### config.mk
export PLATFORM = sky130hd
export DESIGN_NAME = scrs_cmd_queue
export DESIGN_NICKNAME = d
export VERILOG_FILES = /design/src/rtl/core/scrs_pkg.sv /design/src/rtl/core/scrs_cmd_queue.sv
export SDC_FILE = /design/constraint.sdc
export NUM_CORES = 1
export LEC_CHECK = 0
export BUFFER_PORTS_ARGS = -buffer_cell sky130_fd_sc_hd__buf_4
export CAP_MARGIN = 15
export CORE_ASPECT_RATIO = 0.75
export CORE_MARGIN = 1.5
export CORE_UTILIZATION = 57
export DETAILED_ROUTE_END_ITERATION = 16
export PLACE_DENSITY = 0.8
export SETUP_SLACK_MARGIN = 0.4
export SYNTH_ARGS = -nofsm -noshare
export SYNTH_HDL_FRONTEND = slang
export SYNTH_SLANG_ARGS = --single-unit
### constraint.sdc
create_clock -name clk -period 3.9 [get_ports clk]
set_input_delay 0.195 -clock clk [delete_from_list [all_inputs] [get_ports clk]]
set_output_delay 0.195 -clock clk [all_outputs]
set_load 0.01 [all_outputs]
### src/rtl/core/scrs_pkg.sv
// Shared types and constants of the site count range sum block.
package scrs_pkg;

    localparam int unsigned DEFAULT_SITE_CAPACITY = 1048576;
    localparam int unsigned DEFAULT_COUNT_BITS    = 16;

    localparam int unsigned INDEX_W = 20;
    localparam int unsigned COUNT_W = 16;
    localparam int unsigned RANGE_W = 21;
    localparam int unsigned SUM_W   = 32;
    localparam int unsigned COVER_W = 21;

    localparam int unsigned QUEUE_DEPTH = 4;

    localparam logic REQ_LOAD  = 1'b0;
    localparam logic REQ_QUERY = 1'b1;

    typedef enum logic [1:0] {
        CMD_LOAD,
        CMD_QUERY,
        CMD_EMPTY
    } cmd_kind_t;

    typedef struct packed {
        cmd_kind_t           kind;
        logic [INDEX_W-1:0]  site_index;
        logic [COUNT_W-1:0]  meth_count;
        logic [COUNT_W-1:0]  unmeth_count;
        logic [RANGE_W-1:0]  range_start;
        logic [RANGE_W-1:0]  range_stop;
    } cmd_t;

    typedef enum logic [1:0] {
        B_IDLE,
        B_SWEEP,
        B_DRAIN,
        B_FINISH
    } back_state_t;

endpackage

### src/rtl/core/scrs_cmd_queue.sv
// Short command queue between the front end and the back end.
module scrs_cmd_queue (
    input  logic           clk,
    input  logic           rst_n,
    input  logic           wr,
    input  scrs_pkg::cmd_t wr_cmd,
    output logic           queue_full,
    input  logic           rd,
    output scrs_pkg::cmd_t rd_cmd,
    output logic           queue_empty
);
    import scrs_pkg::*;

    localparam int unsigned PTR_W = $clog2(QUEUE_DEPTH);

    cmd_t             slots_reg [QUEUE_DEPTH];
    logic [PTR_W-1:0] wptr_reg;
    logic [PTR_W-1:0] rptr_reg;
    logic [PTR_W:0]   count_reg;
    logic [PTR_W:0]   count_next;

    assign queue_full  = count_reg == (PTR_W+1)'(QUEUE_DEPTH);
    assign queue_empty = count_reg == '0;
    assign rd_cmd      = slots_reg[rptr_reg];

    always_comb
    begin
        count_next = count_reg;
        if (wr && !rd)
        begin
            count_next = count_reg + 1'b1;
        end
        else if (rd && !wr)
        begin
            count_next = count_reg - 1'b1;
        end
    end

    always_ff @(posedge clk or negedge rst_n)
    begin
        if (!rst_n)
        begin
            wptr_reg  <= '0;
            rptr_reg  <= '0;
            count_reg <= '0;
        end
        else
        begin
            if (wr)
            begin
                wptr_reg <= wptr_reg + 1'b1;
            end
            if (rd)
            begin
                rptr_reg <= rptr_reg + 1'b1;
            end
            count_reg <= count_next;
        end
    end

    always_ff @(posedge clk)
    begin
        if (wr)
        begin
            slots_reg[wptr_reg] <= wr_cmd;
        end
    end

endmodule

==> results.cfg <==
[clock_network]
clk_pin_slew_ns = 0.06
cts_tree = built
cts_made_buffers = 37
htreeDepth = 2
clock_path_buffers = 3
cts_root_buf = clkbuf_16
postCtsSetupBuffers = 0
insertion_delay_ns = 0.51
clock-sinks = 391

[synthesis]
syn-cell-area_um2 = 14200
synth_nets = 642
synth_area_per_cell_um2 = 26.5
ys_types = 21
yosys_warnings = 0
syn_inst = 536
seq_area_frac_synth_pct = 82.3
ys_ff_latch = 391

[critical_path]
cp-end-kind = output port
critPathMaxStageDelay_ns = 0.96
start_kind = register
cp.required_ns = 3.70
worst_path_most_repeated_cell = buf_4
critPathSlowestCell = dfrtp_4
cp_cell_sequence = buf_4 > mux4_2 > buf_4
crit_type = reg -> out
worstPathArrival_ns = 2.55
worstPathMaxFanout = 59

[global_routing]
grt_overflow = 0
grt_max_degree = 60
grt_pass1_vias = 7380
grt_pass1_wl_um = 43100
grt_usage_pct = 22.7
antenna_found_initial = 1

[floorplan]
ios = 198
die_h_um = 140
core-area_um2 = 24200
rows = 49
die_w_um = 185
floorplan.initialDensity_pct = 58.7
die-area_um2 = 25900

[finish]
largest_register_ffs = 384
final_common_cell = edfxtp_1
drive_gt1_share_pct = 40.9
syn_to_final_growth_pct = 28.7
nets = 965
mostFrequentLayoutCells = edfxtp_1 (384), buf_4 (203), dlygate4sd3_1 (99)
n_fill_cell = 1266

[timing]
worst_pin_slew_ns = 0.904
drv_slew = 0
hold_violations = 0
timing.final.crit_period_ns = 2.75
clock_skew_ns = 0.00940
period_share_pct = 70.5
grt_setup_unrepaired = false
tns_ns = 0
relSlewSlack_pct = 39.7
clock.fmax_mhz = 364
setup_violations = 0

[hold_path]
hold_path_class = in -> async

[run_status]
status = finished, final reports clean

[detailed_routing]
drt_iter0_drc = 566
drc_errors = 0
drt-pass1-iter-count = 5
drt-wirelength-per-cell_um = 23.5
routed_wl_um = 28700
ant_nets = 0
vias = 6842
drt-vias-per-instance = 5.62

[power_and_ir_drop]
power_mw = 13.4
powerDensity_nw_per_um2 = 734
ir_worst_vdd_mv = 0.526
power_leakage_nw = 6.35

[placement]
place.gp.congestion = 0.738
portBuffers = 197
hpwl_um = 16000

[flow_run]
maxCapViolCount = 0
[final cells by class]
cell class	count	area [µm²]	share of cell area (%)
timing repair buffer	306	2590	14.2
multi-input combinational	119	2370	13.0
sequential	391	11700	63.9
tap	331	414	2.26
clock inverter	15	180	0.984
antenna	3	7.51	0.0410
clock buffer	48	1020	5.57
inverter	4	15.0	0.0820
[where the power goes]
part | switching [mW] | total (mW) | internal [mW]
registers | 0.402 | 5.90 | 5.50
logic | 1.89 | 3.97 | 2.08
clock network | 1.46 | 3.57 | 2.11
total | 3.76 | 13.4 | 9.69
[timing repair]
| action | in CTS | in global routing |
|---|---|---|
| gates resized for setup | 0 | 0 |
| endpoints found under the hold margin | 395 | 0 |
| hold buffers | 99 | 0 |
[synth_stat cells (all sizes together)]
library cell,count,area [µm²]
nor3b,1,7.51
and2,4,25.0
dfrtp,7,175
xor2,4,35.0
nand2,2,7.51
o21ai,1,5.00
edfxtp,384,11500
inv,4,15.0
mux2,1,11.3
xnor2,2,17.5
nor3,1,5.00
buf,17,125
ha,5,62.6
mux4,96,2160
clkbuf,5,18.8
nor2,1,3.75
fa,1,20.0
[cells by family after synthesis]
| kind of cell | synth area share, % |
|---|---|
| buf+inv | 1.12 |
| compound gates | 0.0351 |
| xor+xnor | 0.369 |
| simple gates | 0.343 |
| fa+ha+maj | 0.580 |
| flops | 82.3 |
| mux | 15.3 |
[worst paths after layout]
check,cells past startpoint,slack [ns],startpoint,endpoint
setup / recovery,3,1.15,rptr_reg[1],rd_cmd[54]
hold / removal,2,0.04,rst_n,wptr_reg[1]
setup reg to reg,4,1.71,wptr_reg[0],slots_reg[2][57]
hold reg to reg,1,0.52,count_reg[2],count_reg[2]
max in group asynchronous,2,3.72,rst_n,rptr_reg[0]
min in group clk,2,0.42,wr_cmd[83],slots_reg[2][83]
[per-stage QoR]
stage	cells	area, µm²	setup WS, ns	hold slack, ns	util, %
after floorplan	536	14200	0.598	-0.101	-
after global placement	1052	16100	1.74	0.00798	66.6
after detailed placement	1052	16100	1.69	0.0109	66.6
after CTS	1214	18300	1.09	0.0137	75.6
after global routing	1215	18300	1.06	0.0390	75.6
final	1217	18300	1.15	0.0372	75.6
[worst max-delay path, delay by kind of cell, from the launching register on]
family	cells	cell delay (ns)
flops	1	0.96
buf+inv	2	0.64
mux	1	0.41
[per-layer routing]
metal / wire (µm) / global-route usage (%) / vias to the layer above
met3: 2490 / 6.33 / 42
met5: 0 / 0 / -
met4: 395 / 4.92 / 0
met2: 14400 / 36.9 / 281
li1: - / - / 2951
met1: 11300 / 31.1 / 3568
Note: power is estimated with default switching activity, not from simulation.
