===== src/rtl/core/scrs_pkg.sv =====
// Shared types and constants of the site count range sum block.
package scrs_pkg;

    localparam int unsigned DEFAULT_SITE_CAPACITY = 1048576;
    localparam int unsigned DEFAULT_COUNT_BITS    = 16;

    localparam int unsigned INDEX_W = 20;
    localparam int unsigned COUNT_W = 16;
    localparam int unsigned RANGE_W = 21;
    localparam int unsigned SUM_W   = 32;
    localparam int unsigned COVER_W = 21;

    localparam int unsigned QUEUE_DEPTH = 4;

    localparam logic REQ_LOAD  = 1'b0;
    localparam logic REQ_QUERY = 1'b1;

    typedef enum logic [1:0] {
        CMD_LOAD,
        CMD_QUERY,
        CMD_EMPTY
    } cmd_kind_t;

    typedef struct packed {
        cmd_kind_t           kind;
        logic [INDEX_W-1:0]  site_index;
        logic [COUNT_W-1:0]  meth_count;
        logic [COUNT_W-1:0]  unmeth_count;
        logic [RANGE_W-1:0]  range_start;
        logic [RANGE_W-1:0]  range_stop;
    } cmd_t;

    typedef enum logic [1:0] {
        B_IDLE,
        B_SWEEP,
        B_DRAIN,
        B_FINISH
    } back_state_t;

endpackage


===== src/rtl/core/scrs_front.sv =====
// Front end: accepts requests, drops loads past the table and clamps query ranges.
module scrs_front #(
    parameter int unsigned SITE_CAPACITY = scrs_pkg::DEFAULT_SITE_CAPACITY
) (
    input  logic                         push,
    output logic                         full,
    input  logic                         req_type,
    input  logic [scrs_pkg::INDEX_W-1:0] site_index,
    input  logic [scrs_pkg::COUNT_W-1:0] meth_count,
    input  logic [scrs_pkg::COUNT_W-1:0] unmeth_count,
    input  logic [scrs_pkg::RANGE_W-1:0] range_start,
    input  logic [scrs_pkg::RANGE_W-1:0] range_stop,
    input  logic                         queue_full,
    output logic                         queue_wr,
    output scrs_pkg::cmd_t               queue_cmd
);
    import scrs_pkg::*;

    logic               accept;
    logic               keep;
    logic [RANGE_W-1:0] start_clamped;
    logic [RANGE_W-1:0] stop_clamped;

    assign full   = queue_full;
    assign accept = push && !queue_full;

    always_comb
    begin
        start_clamped = range_start;
        stop_clamped  = range_stop;
        if ({11'd0, range_start} > 32'(SITE_CAPACITY))
        begin
            start_clamped = RANGE_W'(SITE_CAPACITY);
        end
        if ({11'd0, range_stop} > 32'(SITE_CAPACITY))
        begin
            stop_clamped = RANGE_W'(SITE_CAPACITY);
        end
    end

    always_comb
    begin
        queue_cmd.site_index   = site_index;
        queue_cmd.meth_count   = meth_count;
        queue_cmd.unmeth_count = unmeth_count;
        queue_cmd.range_start  = start_clamped;
        queue_cmd.range_stop   = stop_clamped;
        if (req_type == REQ_LOAD)
        begin
            queue_cmd.kind = CMD_LOAD;
            keep = {12'd0, site_index} < 32'(SITE_CAPACITY);
        end
        else
        begin
            queue_cmd.kind = (stop_clamped > start_clamped) ? CMD_QUERY : CMD_EMPTY;
            keep = 1'b1;
        end
    end

    assign queue_wr = accept && keep;

endmodule


===== config.mk =====
export PLATFORM = sky130hd
export DESIGN_NAME = scrs_front
export DESIGN_NICKNAME = d
export VERILOG_FILES = /design/src/rtl/core/scrs_pkg.sv /design/src/rtl/core/scrs_front.sv
export SDC_FILE = /design/constraint.sdc
export NUM_CORES = 1
export LEC_CHECK = 0
export BUFFER_PORTS_ARGS = -buffer_cell sky130_fd_sc_hd__buf_4
export CAP_MARGIN = 20
export CORE_ASPECT_RATIO = 0.9
export CORE_MARGIN = 10
export CORE_UTILIZATION = 31
export DETAILED_ROUTE_END_ITERATION = 8
export PLACE_DENSITY = 0.85
export SLEW_MARGIN = 30
export SYNTH_ARGS = -nofsm -noshare
export SYNTH_HDL_FRONTEND = slang
export SYNTH_SLANG_ARGS = --single-unit
export TNS_END_PERCENT = 100

===== constraint.sdc =====
create_clock -name vclk -period 3.8
set_clock_uncertainty 0.2 [all_clocks]
set_input_delay 0.38 -clock vclk [all_inputs]
set_output_delay 0.38 -clock vclk [all_outputs]
set_load 0.1 [all_outputs]

==> results of run 1 <==
final cells by class:
cell class | count | area [um2]
multi-input combinational | 115 | 896
timing repair buffer | 100 | 767
inverter | 22 | 82.6
fill | 431 | 2240
tap | 48 | 60.1
power by group through the flow:
stage	registers, W	logic (W)	clock network (W)
2_1_floorplan	0	0.000539	0
3_3_place_gp	0	0.000395	0
5_1_grt	0	0.000429	0
4_1_cts	0	0.000400	0
6_report	0	0.000404	0
3_5_place_dp	0	0.000399	0
routing by layer:
layer / GRT usage, % / share of wire [%] / routed length (um) / vias up
li1: - / - / - / 682
met1: 14.0 / 41 / 1990 / 600
met2: 20.9 / 45 / 2180 / 82
met3: 5.40 / 11 / 543 / 20
met4: 3.61 / 2.6 / 125 / 0
met5: 0 / 0 / 0 / -
cells in the final DEF, fill, tap and decap left out, types with 2 or more instances in the layout:
cell type,Yosys,final
a21oi_1,10,10
and2_2,0,2
and2_4,0,10
buf_4,53,98
ha_1,21,21
inv_1,21,21
nand2_1,26,26
nand3_1,4,4
nand4_1,2,2
nand4_2,2,2
nor2b_2,0,8
nor4_1,11,6
nor4_2,0,4
o21ai_0,5,4
o31ai_1,2,2
through the flow:
| stage | setup slack (ns) | utilization, % |
|---|---|---|
| after global routing | 0.0147 | 44.6 |
| after CTS | 0.00781 | 43.3 |
| final | 0.175 | 44.6 |
| after detailed placement | -0.0569 | 43.1 |
| after floorplan | -0.0000502 | - |
| after global placement | -0.0175 | 43.1 |
worst min path at each step:
stage | slack, ns | from | endpoint
3_5_place_dp | 0.56 | unmeth_count[4] | queue_cmd[46]
2_1_floorplan | 0.74 | range_start[20] | queue_cmd[21]
5_1_grt | 0.56 | unmeth_count[0] | queue_cmd[42]
3_3_place_gp | 0.56 | unmeth_count[4] | queue_cmd[46]
4_1_cts | 0.56 | unmeth_count[4] | queue_cmd[46]
6_report | 0.56 | unmeth_count[5] | queue_cmd[47]
logic make-up after synthesis:
family / Yosys count
AOI/OAI and AO/OA: 20
buffers and inverters: 79
and+or+nand+nor: 74
adders and majority gates: 21
worst max-delay path: cells and delay by family:
kind,cells,cell delay [ns]
AOI/OAI and AO/OA,2,0.29
and+or+nand+nor,7,1.70
adders and majority gates,1,0.17
buffers and inverters,3,0.49
==> run_results.csv, run 1 <==
group,metric,value,unit
job,cap_violations,0,
yosys,synth.area.top_cells,"buf_4 31%, ha_1 20%, nand2_1 7.5%",
pwr,switching_share,70.7,%
global_route,grt.total_usage,12.4,%
yosys,synth.largest_area_cell,"buf_4",
setup_path,crit_start,"range_stop[17]",
setup_path,crit_path_end,"queue_cmd[95]",
final_layout,nClkBuffers,0,
floorplan,core.rowCount,22,
yosys,ys.warnings.count,0,
setup_path,startpoint_type,"input port",
setup_path,arrival,3.05,ns
setup_path,critPathRequiredTime,3.22,ns
timing,fmax,276,MHz
placement,numPortBuffers,91,
yosys,synth_compound_area_share,8.80,%
yosys,synthAdderAreaFrac,20.3,%
placement,dp_cells,285,
yosys,synth_common_cells,"53 x buf_4, 26 x nand2_1, 21 x ha_1, 21 x inv_1, 12 x and2_1",
global_route,gr-total-overflow,0,
timing,rsz0062_at_grt,"no",
pwr,power.clock.fraction,0,%
floorplan,ios,195,
pwr,irDropWorstVdd,0.0837,mV
yosys,ys_seq_area_share,0,%
final_layout,fin_nets,357,
floorplan,dieArea,0.00716,mm2
setup_path,cp_slowest_cell,"or4_4",
pwr,power.density,224,mW/mm2
global_route,grt_max_degree,13,
routing,wirelength,4830,um
setup_path,crit_fanout,12,
timing,max_slew_margin,73.9,%
pwr,p_comb_share,100.0,%
pwr,p_int,0.000119,W
global_route,grt_pass1_wl,7380,um
pwr,leakagePower,1.04,nW
yosys,syn_nets,312,
setup_path,crit_chain,"buf_4, nor4_1, nand3_1, o21ai_0, buf_4, and2_2, ha_1, nand4_2, or4_4, nor3_4, o31ai_1, nor2_4, buf_12",
timing,finalCritPeriodShare,95.4,%
placement,place_area,0.00175,mm2
clocking,postCtsResizedCells,1,
global_route,grt_pass1_vias,1518,
yosys,synthesis.area,0.00129,mm2
routing,drc,0,
routing,drt_iter0_drc,11,
final_layout,drive_gt1_share,55.3,%
routing,wl_per_cell,17.0,um
yosys,synthXorXnorAreaFrac,0,%
placement,hpwlAfterDp,4470,um
routing,avgViaCountPerCell,4.86,
yosys,postSynthAreaPerCell,6.67,um2
pwr,power,0.000404,W
worst_hold_path,hold_class,"input port to output pin",
yosys,synthCells,194,
floorplan,die_h,81.3,um
setup_path,end_kind,"output pin",
worst_hold_path,min_path_cells,0,
yosys,synth-simple-area-share,32.5,%
timing,finalCriticalPeriod,3.63,ns
global_route,antenna_found_initial,0,
setup_path,slowest_delay,0.55,ns
setup_path,crit_top_cell,"buf_4",
timing,hold-worst-slack,0.560,ns
final_layout,area_growth,39.6,%
yosys,synth_top_family_by_area,"buffers and inverters",
final_layout,seq_cell_count,0,
yosys,yosysMostFrequentCell,"buf_4",
final_layout,register_area,0,um2
floorplan,initial_core_util,32.0,%
yosys,synth_top_area_share,30.8,%
routing,dr.pass1.iters,4,
setup_path,crit_type,"input port to output pin",
placement,gp_congestion,0.866,
routing,antenna_left,0,
routing,vias,1384,
timing,hold_viol_final,0,
yosys,muxShareOfSynthArea,0,%
floorplan,core_area,0.00405,mm2
timing,setup_viol,0,
timing,worst_slew_pin_slew,0.388,ns
timing,finalMaxSlewViolations,0,
status,status,"completed",
yosys,synth_cell_type_count,26,
final_layout,num_antenna_cells,0,
floorplan,fp.dieW,88.1,um
final_layout,stdcell_count,285,
pwr,power.switching,0.000286,W
pwr,seq_power_share,0,%
clocking,holdBufCountCts,0,
timing,tns,0,ns
final_layout,final_area,0.00181,mm2
clocking,cts_setup_buffers,0,
Power figures use the tool's default switching activity.
==> inputs of run 2 (changes only) <==
--- a/config.mk
+++ b/config.mk
@@ -12,6 +12,7 @@
 export CORE_UTILIZATION = 31
 export DETAILED_ROUTE_END_ITERATION = 8
 export PLACE_DENSITY = 0.85
+export REMOVE_ABC_BUFFERS = 1
 export SLEW_MARGIN = 30
 export SYNTH_ARGS = -nofsm -noshare
 export SYNTH_HDL_FRONTEND = slang
==> run 2 against run 1 <==
Die area unchanged; non-clock buffer count is 5 lower; combinational power is 4% lower; first-iteration DRC count rose to 4.1 times the previous value; cell count down 1.8%; critical path type unchanged; setup slack got worse by 0.022 ns; core utilization is 2.1 points lower; largest cell class unchanged; largest power group unchanged; sequential share of layout area unchanged; global-route usage increased by 7.8 points.
==> run_results.csv, run 2 (synthesis gave the netlist of run 1 again) <==
group,metric,value,unit
final_layout,multi_input_area,862,um2
worst_hold_path,worstHoldEndpoint,"queue_cmd[64]",
timing,setup_ws,0.153,ns
timing,finalCritPeriodShare,96.0,%
worst_hold_path,min_path_cells,0,
floorplan,core.rowCount,22,
pwr,power.clock.fraction,0,%
pwr,seq_power_share,0,%
pwr,irDropWorstVdd,0.0649,mV
setup_path,startpoint_type,"input port",
placement,gp_congestion,0.975,
final_layout,fillerInstances,408,
pwr,p_comb_share,100.0,%
clocking,holdBufCountCts,0,
routing,vias,1453,
timing,setup_viol,0,
timing,finalMaxSlewViolations,0,
timing,max_slew_margin,79.4,%
final_layout,final_area,0.00172,mm2
timing,hold_viol_final,0,
floorplan,ios,195,
final_layout,layout_commonest_cell,"buf_4",
setup_path,crit_type,"input port to output pin",
routing,avgViaCountPerCell,5.19,
pwr,switching_share,72.7,%
floorplan,initial_core_util,32.0,%
global_route,grt_max_degree,13,
routing,drc,0,
worst_hold_path,hp-start,"meth_count[6]",
final_layout,area_growth,33.1,%
routing,wl_per_cell,29.1,um
placement,hpwlAfterDp,7670,um
placement,numPortBuffers,91,
floorplan,core_area,0.00405,mm2
routing,antenna_left,0,
final_layout,utilization,42.5,%
final_layout,stdcell_count,280,
setup_path,critPathRequiredTime,3.22,ns
pwr,power.density,225,mW/mm2
routing,wirelength,8150,um
setup_path,end_kind,"output pin",
global_route,grt_pass1_vias,1458,
floorplan,fp.dieW,88.1,um
timing,finalCriticalPeriod,3.65,ns
global_route,gr-total-overflow,0,
worst_hold_path,hold_class,"input port to output pin",
placement,dp_cells,279,
setup_path,crit_fanout,5,
final_layout,register_area,0,um2
final_layout,drive_gt1_share,45.7,%
final_layout,seq_cell_count,0,
final_layout,fin_nets,352,
pwr,power.switching,0.000281,W
setup_path,crit_start,"range_start[11]",
status,status,"completed",
global_route,grt.total_usage,20.2,%
final_layout,nClkBuffers,0,
routing,dr.pass1.iters,4,
placement,place_area,0.00165,mm2
placement,place_ws,-0.0569,ns
global_route,antenna_found_initial,0,
floorplan,die_h,81.3,um
pwr,leakagePower,0.987,nW
timing,fmax,274,MHz
pwr,p_int,0.000105,W
floorplan,dieArea,0.00716,mm2
timing,worst_slew_pin_slew,0.306,ns
job,cap_violations,0,
global_route,grt_pass1_wl,10200,um
setup_path,arrival,3.07,ns
final_layout,num_antenna_cells,0,
routing,drt_iter0_drc,45,
final_layout,final_cell_mix,"94 x buf_4, 26 x nand2_1, 21 x inv_1, 20 x ha_1, 12 x and2_1",
[run 2: cell types whose count changed in the layout (fill, tap and decap cells not counted), moves of 2 or more]
cell | before | now
and2_1 | 0 | 12
and2_4 | 10 | 0
nor2b_2 | 8 | 0
buf_4 | 98 | 94
and2_2 | 2 | 0
nor2b_1 | 1 | 9
[run 2: repair_timing]
item                                    4_1_cts  5_1_grt
endpoints found under the setup margin        2        2
resized for setup                             1       10
pin swaps                                     0        1
setup buffers                                 0        1
[run 2: how the worst max path moves through the flow]
stage / endpoint / slack [ns] / cells past startpoint
6_report: queue_cmd[95] / 0.15 / 13
5_1_grt: queue_cmd[95] / -0.007 / 13
4_1_cts: queue_cmd[95] / 0.02 / 13
3_5_place_dp: queue_cmd[95] / -0.06 / 13
3_3_place_gp: queue_cmd[95] / -0.003 / 13
2_1_floorplan: queue_cmd[95] / -1.35 / 10
[run 2: worst max-delay path, cell delays in order]
cell     delay [ns]
buf_4          0.12
nor4_4         0.32
nand3_1        0.14
o21ai_2        0.17
buf_4          0.16
nand2_1        0.11
ha_4           0.29
nand4_1        0.13
or4_4          0.57
nor3_4         0.20
o31ai_1        0.08
nor2_1         0.13
buf_6          0.24
[run 2: layout make-up]
cell class,count,share of cell area (%)
inverter,22,4.80
multi-input combinational,115,50.1
tap,48,3.49
timing repair buffer,95,41.6
[run 2: power by group through the flow]
stage | logic, W | clock network (W) | registers, W
after floorplan | 0.000257 | 0 | 0
after global placement | 0.000374 | 0 | 0
after detailed placement | 0.000377 | 0 | 0
after CTS | 0.000378 | 0 | 0
after global routing | 0.000409 | 0 | 0
final | 0.000387 | 0 | 0
[run 2: routing by layer]
layer | track usage, % | share of wire [%]
met5 | 6.99 | 0.85
met4 | 0 | 0.37
met3 | 16.2 | 18
met2 | 39.6 | 54
met1 | 15.8 | 27
[run 2: per-stage QoR]
stage	setup TNS (ns)	power (W)	hold slack [ns]
after floorplan	-1.91	0.000257	0.560
after global placement	-0.00327	0.000374	0.561
after detailed placement	-0.0569	0.000377	0.561
after CTS	0	0.000378	0.561
after global routing	-0.00679	0.000409	0.560
final	0	0.000387	0.560
==> inputs of run 3 (changes only) <==
--- a/config.mk
+++ b/config.mk
@@ -11,7 +11,7 @@
 export CORE_MARGIN = 10
 export CORE_UTILIZATION = 31
 export DETAILED_ROUTE_END_ITERATION = 8
-export PLACE_DENSITY = 0.85
+export PLACE_DENSITY_LB_ADDON = 0.15
 export REMOVE_ABC_BUFFERS = 1
 export SLEW_MARGIN = 30
 export SYNTH_ARGS = -nofsm -noshare
==> run 3 against run 2 <==
Sequential cell count is the same; core utilization hardly changed; die area stayed put; via count shrank 3.0%; design area is essentially flat; combinational power is essentially flat; hold slack is essentially flat; cell count rose by 1.4%; power hardly changed; fmax is 1.4% higher; critical path depth unchanged; first-iteration DRC count increased by 33%; critical path type unchanged; critical endpoint unchanged; highest routed layer unchanged.
==> run_results.csv, run 3 (synthesis gave the netlist of run 1 again) <==
group,metric,value,unit
floorplan,core_area,0.00405,mm2
final_layout,drive_gt1_share,46.2,%
timing,setup_ws,0.203,ns
setup_path,crit_type,"input port to output pin",
placement,numPortBuffers,91,
routing,wirelength,7620,um
routing,avgViaCountPerCell,4.96,
final_layout,num_antenna_cells,0,
floorplan,fp.dieW,88.1,um
worst_hold_path,hold_class,"input port to output pin",
pwr,leakagePower,1.01,nW
global_route,gr-total-overflow,0,
final_layout,fin_nets,356,
floorplan,initial_core_util,32.0,%
timing,rsz0062_at_grt,"no",
timing,finalCritPeriodShare,94.6,%
global_route,grt_pass1_wl,9960,um
setup_path,critPathRequiredTime,3.22,ns
placement,place_area,0.00167,mm2
timing,fmax,278,MHz
setup_path,crit_fanout,6,
routing,antenna_left,0,
final_layout,area_growth,33.2,%
pwr,irDropWorstVdd,0.103,mV
status,status,"completed",
placement,place_ws,0.0932,ns
floorplan,dieArea,0.00716,mm2
floorplan,die_h,81.3,um
timing,hold_viol_final,0,
routing,drt_iter0_drc,60,
global_route,grt.total_usage,19.2,%
floorplan,ios,195,
placement,hpwlAfterDp,7150,um
final_layout,register_area,0,um2
final_layout,final_area,0.00172,mm2
job,cap_violations,0,
final_layout,layout_commonest_cell,"buf_4",
global_route,grt_max_degree,13,
final_layout,seq_cell_count,0,
clocking,holdBufCountCts,0,
floorplan,core.rowCount,22,
global_route,antenna_found_initial,0,
placement,gp_congestion,0.889,
final_layout,nClkBuffers,0,
timing,finalMaxSlewViolations,0,
routing,wl_per_cell,26.8,um
setup_path,end_kind,"output pin",
global_route,grt_pass1_vias,1563,
routing,vias,1409,
timing,finalCriticalPeriod,3.60,ns
timing,max_slew_margin,72.8,%
timing,setup_viol,0,
setup_path,arrival,3.02,ns
routing,drc,0,
routing,dr.pass1.iters,4,
timing,worst_slew_pin_slew,0.408,ns
final_layout,final_cell_mix,"96 x buf_4, 26 x nand2_1, 21 x inv_1, 21 x ha_1, 12 x and2_1",
pwr,power.density,224,mW/mm2
setup_path,startpoint_type,"input port",
==> run 3: cell types whose count changed in the layout (fill, tap and decap cells not counted), sizes merged <==
| cell | delta |
|---|---|
| buf | +4 |
==> run 3: power by group <==
| group | switching [W] | total (W) | internal, W |
|---|---|---|---|
| clock | 0 | 0 | 0 |
| combinational | 0.000280 | 0.000386 | 0.000106 |
| sequential | 0 | 0 | 0 |
| total | 0.000280 | 0.000386 | 0.000106 |
==> run 3: per-layer routing <==
| metal | global-route usage [%] | share of wire, % | up-vias |
|---|---|---|---|
| li1 | - | - | 680 |
| met1 | 17.5 | 33 | 598 |
| met2 | 32.6 | 45 | 127 |
| met3 | 18.0 | 22 | 2 |
| met4 | 0 | 0.013 | 2 |
| met5 | 6.29 | 0.79 | - |
==> run 3: worst max-delay path, cell delays in order <==
cell and delay (ns):
buf_4 0.12, nor4_2 0.29, nand3_1 0.14, o21ai_2 0.18, buf_2 0.19, nand2_1 0.09
ha_1 0.33, nand4_2 0.13, or4_4 0.51, nor3_4 0.20, o31ai_1 0.08, nor2_1 0.12
buf_6 0.24
==> run 3: cell type report <==
type,instances,area [um2]
fill,430,2320
multi-input combinational,115,838
inverter,22,82.6
timing repair buffer,99,742
tap,48,60.1
==> run 3: final timing paths <==
check       startpoint            end  slack, ns  cells after the start
max    range_start[15]  queue_cmd[95]       0.20                     13
min    unmeth_count[4]  queue_cmd[46]       0.56                      0
==> run 3: per-stage QoR <==
stage | total power [W] | TNS (ns) | hold WS, ns | cells | util, %
2_1_floorplan | 0.000257 | -1.91 | 0.560 | 137 | -
3_3_place_gp | 0.000383 | 0 | 0.561 | 282 | 41.2
3_5_place_dp | 0.000382 | 0 | 0.561 | 282 | 41.2
4_1_cts | 0.000383 | 0 | 0.561 | 282 | 41.2
5_1_grt | 0.000411 | 0 | 0.560 | 284 | 42.6
6_report | 0.000386 | 0 | 0.560 | 284 | 42.6
==> run 3: what timing repair did <==
item	in CTS	in global routing
resized for setup	0	12
setup buffers	0	0
endpoints found under the setup margin	0	2
